===== src/trcm_pkg.sv =====
// ----------------------------------------------------------------------------
// trcm_pkg
// Types, instruction codes and constants of the two-register rotate machine.
// ----------------------------------------------------------------------------
`default_nettype none

package trcm_pkg;

  localparam int DATA_WORDS_DEF = 4096;

  localparam logic [3:0] KIND_NOP    = 4'd0;
  localparam logic [3:0] KIND_FLIP   = 4'd1;
  localparam logic [3:0] KIND_ROTATE = 4'd2;
  localparam logic [3:0] KIND_SWAP   = 4'd3;
  localparam logic [3:0] KIND_LDC    = 4'd4;
  localparam logic [3:0] KIND_LOAD   = 4'd5;
  localparam logic [3:0] KIND_STORE  = 4'd6;
  localparam logic [3:0] KIND_JUMPIF = 4'd7;

  localparam logic [1:0] FAULT_NONE       = 2'd0;
  localparam logic [1:0] FAULT_LOAD_ADDR  = 2'd1;
  localparam logic [1:0] FAULT_STORE_ADDR = 2'd2;
  localparam logic [1:0] FAULT_UNRESOLVED = 2'd3;

  localparam logic [63:0] CHAR_PORT   = 64'hFFFF_FFFF_FFFF_FFFF;
  localparam logic [63:0] WORD_PORT   = 64'hFFFF_FFFF_FFFF_FFFE;
  localparam logic [63:0] ASCII_LIMIT = 64'h80;

  typedef struct packed {
    logic [3:0]  kind;
    logic [63:0] immediate;
    logic [7:0]  in_char;
  } in_item_t;

  typedef struct packed {
    logic [63:0] next_ip;
    logic [63:0] reg_a;
    logic [63:0] reg_b;
    logic        char_taken;
    logic [6:0]  out_char;
    logic        out_char_valid;
    logic        out_word_valid;
    logic [1:0]  fault;
  } out_item_t;

endpackage

`default_nettype wire


===== src/trcm_exec.sv =====
// ----------------------------------------------------------------------------
// trcm_exec
// Single-pass instruction execute: next registers, port effects and faults.
// ----------------------------------------------------------------------------
`default_nettype none

module trcm_exec #(
  parameter int DATA_WORDS = trcm_pkg::DATA_WORDS_DEF
) (
  input  wire trcm_pkg::in_item_t  item,
  input  wire logic [63:0]         a,
  input  wire logic [63:0]         b,
  input  wire logic [63:0]         ip,
  input  wire logic [63:0]         load_data,
  output trcm_pkg::out_item_t      res,
  output logic                     store_en
);

  logic [127:0] rot_dbl;
  logic [63:0]  ip_inc;
  logic         a_in_range;
  logic         b_in_range;

  assign rot_dbl    = {a, a} >> item.immediate[5:0];
  assign ip_inc     = ip + 64'd1;
  assign a_in_range = a < 64'(DATA_WORDS);
  assign b_in_range = b < 64'(DATA_WORDS);

  always_comb begin
    res                = '0;
    res.next_ip        = ip_inc;
    res.reg_a          = a;
    res.reg_b          = b;
    res.fault          = trcm_pkg::FAULT_NONE;
    store_en           = 1'b0;
    case (item.kind)
      trcm_pkg::KIND_NOP: begin
      end
      trcm_pkg::KIND_FLIP: begin
        res.reg_a = a ^ 64'd1;
      end
      trcm_pkg::KIND_ROTATE: begin
        res.reg_a = rot_dbl[63:0];
      end
      trcm_pkg::KIND_SWAP: begin
        res.reg_a = b;
        res.reg_b = a;
      end
      trcm_pkg::KIND_LDC: begin
        res.reg_a = item.immediate;
      end
      trcm_pkg::KIND_LOAD: begin
        if (a == trcm_pkg::CHAR_PORT) begin
          res.char_taken = 1'b1;
          res.reg_a      = item.in_char[7] ? 64'd0 : {56'd0, item.in_char};
        end else if (a == trcm_pkg::WORD_PORT) begin
          res.reg_a = 64'd0;
        end else if (a_in_range) begin
          res.reg_a = load_data;
        end else begin
          res.reg_a   = 64'd0;
          res.fault   = trcm_pkg::FAULT_LOAD_ADDR;
          res.next_ip = ip;
        end
      end
      trcm_pkg::KIND_STORE: begin
        if (b == trcm_pkg::CHAR_PORT) begin
          if (a < trcm_pkg::ASCII_LIMIT) begin
            res.out_char       = a[6:0];
            res.out_char_valid = 1'b1;
          end
        end else if (b == trcm_pkg::WORD_PORT) begin
          res.out_word_valid = 1'b1;
        end else if (b_in_range) begin
          store_en = 1'b1;
        end else begin
          res.fault   = trcm_pkg::FAULT_STORE_ADDR;
          res.next_ip = ip;
        end
      end
      trcm_pkg::KIND_JUMPIF: begin
        if (a[0]) begin
          res.next_ip = b;
          res.reg_b   = ip_inc;
        end
      end
      default: begin
        res.fault   = trcm_pkg::FAULT_UNRESOLVED;
        res.next_ip = ip;
      end
    endcase
  end

endmodule

`default_nettype wire


===== config.mk =====
export PLATFORM = sky130hd
export DESIGN_NAME = trcm_exec
export DESIGN_NICKNAME = d
export VERILOG_FILES = /design/src/trcm_pkg.sv /design/src/trcm_exec.sv
export SDC_FILE = /design/constraint.sdc
export NUM_CORES = 1
export LEC_CHECK = 0
export ABC_AREA = 1
export ABC_CLOCK_PERIOD_IN_PS = 2500
export BUFFER_PORTS_ARGS = -buffer_cell sky130_fd_sc_hd__buf_2
export CAP_MARGIN = 25
export CORE_AREA = 5 5 206 208
export DETAILED_ROUTE_END_ITERATION = 10
export DIE_AREA = 0 0 211 213
export PLACE_DENSITY = 0.67
export SLEW_MARGIN = 20
export SYNTH_ARGS = -nofsm -noshare
export SYNTH_HDL_FRONTEND = slang
export SYNTH_SLANG_ARGS = --single-unit

===== constraint.sdc =====
create_clock -name vclk -period 2.5
set_input_delay 0.375 -clock vclk [all_inputs]
set_output_delay 0.375 -clock vclk [all_outputs]
set_load 0.1 [all_outputs]

==> key figures <==
Status
  – Run status: finished, violations left
  – Failing checks: setup timing

Final layout
  – Area of combinational cells with multiple inputs: ~15,000 µm²
  – Layout Utilization: between 70 and 80%
  – Number of nets in the finished design: 4,036
  – # fillers: around 3,300
  – Final cell count without fillers: 4,243
  – Syn-to-layout area delta: 133%
  – Fraction of final layout cells with drive strength greater than 1: about 52%
  – Number of sequential cells in the layout: 0
  – Storage cell area: 0 µm²
  – Clock buffer cells: 0

Worst setup path
  – Data arrival, critical path: 2620 ps
  – Maximum cell stage delay along the critical path: about 260 ps
  – Family of cells with the greatest summed delay on the critical path: simple AND/OR/NAND/NOR gates
  – Buffers plus inverters on the worst setup path: 4
  – Critical path class: in -> out
  – Maximum fanout count along the critical path: 17
  – Sort of element at the start of the critical path: input pin
  – Required arrival time at the worst endpoint: between 2000 and 2500 ps
  – Cell-by-cell trace of the critical path: buf_12 > nor2_4 > nand4_1 > nor2_2 > nand2_2 > nor2_4 > buf_6 > nor2_1 > nand2_2 > nand2_8 > clkbuf_16 > a21oi_2 > a21oi_4 > buf_12
  – Endpoint kind of the worst setup timing path: primary output
  – Critical-path cell with the highest stage delay: clkbuf_16

Synthesis
  – Area fraction of the dominant cell type after synthesis: 25.8%
  – Post-Synthesis Cell Area: between 10,000 and 15,000 µm²
  – Gate Count Post-Synth: ~2,600
  – Yosys warnings: 0
  – Post-synth cell types: between 40 and 50
  – Portion of the post-synthesis area used by sequential elements: 0%
  – Biggest area consumer among synthesized cells: nand3_1
  – Net Count, Synth: 2,957
  – Post-synthesis area per instance: 4.77 µm²
  – Dominant cells by area after synthesis: nand3_1 (26%), nand2_1 (17%), inv_1 (8.0%)

Floorplan
  – Die X: 211 µm
  – Die boundary height: 213 µm
  – Floorplan core area: approximately 40,000 µm²
  – Initial cell density of the core: 31.0%
  – Count of boundary I/O pins: 537
  – Std-Cell Rows: 74
  – DIE AREA: between 40,000 and 50,000 µm²

Routing
  – Final routed wire length divided by cell count: 28.5 µm
  – Vias per std cell: 6.18
  – Post-route antenna net violation count: 0
  – Total Wirelength: around 120 mm
  – Post-route DRC: 0
  – Number of search-and-repair iterations in the first detailed-routing pass: 7
  – Initial DRC Count: between 4,000 and 5,000
  – Via total after detailed routing: 26,200

GRT
  – Total track usage: between 40% and 50%
  – Pin count of the biggest net entering global routing: between 60 and 70
  – Initial antenna violation count: 12
  – Overall overflow remaining after global route: 0
  – First-pass GRT wire length: approximately 170 mm
  – Via count of the first global-routing pass: 25,000
  – Met2 demand-to-capacity share in global routing: 76.2%
  – Grt peak-use layer: met2
  – Routing usage on met1: 61.3%
  – Met3 track utilization from global routing: between 10 and 15%

Power and ir drop
  – Leakage power: 13.3 nW
  – Net Sw Frac: between 60 and 70%
  – Proportion of power drawn by combinational gates: 100.0%
  – Total internal power: between 2 and 3 mW
  – P_sw: 5.26 mW
  – Part of the power in registers: 0%
  – Fraction of power consumed by the clock network: 0%
  – Worst ir drop on vdd: around 0.00032 V
  – Cell Pwr Density: 280 nW/µm²

Hold path
  – Worst hold path type: in -> out

STA
  – Minimum period implied by the final worst setup slack: 3000 ps
  – Setup TNS: -46,970 ps
  – Number of endpoints with negative hold slack in the final report: 0
  – Max-slew headroom: approximately half
  – Setup violation total in the final timing report: ~180
  – Worst Max-Slew Pin Slew: around 730 ps
  – Maximum frequency from static timing analysis: 334 MHz
  – Post-route setup slack: -496 ps
  – Final cycle utilization of the critical path: 120%
  – Unrepaired setup endpoints after global routing: yes
  – Final Max Tran Viols: 0

Placement
  – Placer's final routability congestion estimate: 1.16
  – Pre-CTS WS: -883 ps
  – Port Buffer Count: about 540
  – Detailed Place HPWL: slightly below 100 mm
  – Cell count after placement: around 4,200

Flow run
  – Max-cap check violation count: 0

Clocking
  – Post-CTS Hold Buffers: 0
tightest hold or removal path, stage by stage:
cell	delay, ps
buf_2	90
a21oi_2	50
nand3_2	80
buf_12	170
cell usage after synthesis (2+ instances only):
cell / instances
nor2_4: 8
nand3_1: 646
o22ai_1: 62
nand3_2: 4
buf_4: 9
or2_2: 7
o221ai_1: 40
nand4_1: 29
inv_2: 15
inv_1: 265
nor3_2: 9
clkbuf_1: 109
o211ai_1: 45
nor3b_2: 2
o21ai_0: 134
nand2_2: 5
o21bai_1: 2
nor2_2: 10
nand2_1: 579
xor2_1: 53
o21ai_1: 11
nand3b_1: 4
buf_2: 26
a22oi_1: 19
nor3_1: 41
nor2_1: 252
mux2i_1: 5
a21oi_1: 189
buf_1: 24
nor4_1: 2
xnor2_1: 4
cell families (layout without fill, tap and decap cells):
family                   Yosys count  count (layout)  share of synthesized area [%]
adder cells (fa/ha/maj)            1               1                          0.100
XOR/XNOR                          58              58                           4.12
AO/OA/AOI/OAI                    505             505                           23.4
AND/OR/NAND/NOR                 1604            1604                           57.8
other                              0              10                              0
buffers and inverters            451            1528                           14.1
multiplexers                       5               5                          0.400
cell type report:
cell class	instances	share of cell area, %
inverter	281	3.88
multi-input combinational	2173	51.5
antenna	10	0.0859
tap	532	2.29
timing repair buffer	1247	42.2
metrics by stage:
stage / power (mW) / hold slack [ps] / instance area, µm²
after floorplan: 4.02 / 1010 / 14400
after global placement: 7.30 / 1150 / 25300
after detailed placement: 7.30 / 1150 / 25300
after CTS: 7.79 / 1140 / 28300
after global routing: 8.34 / 1170 / 29100
final: 8.15 / 1160 / 29100
routing by layer:
layer  up-vias  part of all wire, %
met3       651                   14
li1      11200                    -
met1     12100                   35
met5         -                0.029
met4         6                  9.6
met2      2291                   42
repair_timing:
item                                    in CTS  in global routing
setup buffers                               39                  8
endpoints found under the setup margin     188                190
pin swaps                                  173                 64
gates resized for setup                    666                149
cloned                                       7                  6
cell usage in the layout (no fill, tap or decap), types with 68 or more instances in the layout:
cell       n
nand2_2   69
buf_2    275
buf_12   246
o21ai_0   71
a21oi_4   98
buf_4    644
nand3_1  492
inv_1    238
nor2_1   184
nand2_1  492
a21oi_2   68
nand3_2  141
worst paths after layout:
path,cells past startpoint,slack (ps),start,endpoint
hold / removal,4,1160,load_data[13],res[89]
setup / recovery,14,-500,a[12],res[163]
power groups by stage:
stage	Combinational (mW)	Clock [mW]	Sequential (mW)
4_1_cts	7.79	0	0
5_1_grt	8.34	0.000000268	0
2_1_floorplan	4.02	0	0
6_report	8.15	0.000000536	0
3_3_place_gp	7.30	0	0
3_5_place_dp	7.30	0	0
Note: power is estimated with default switching activity, not from simulation.
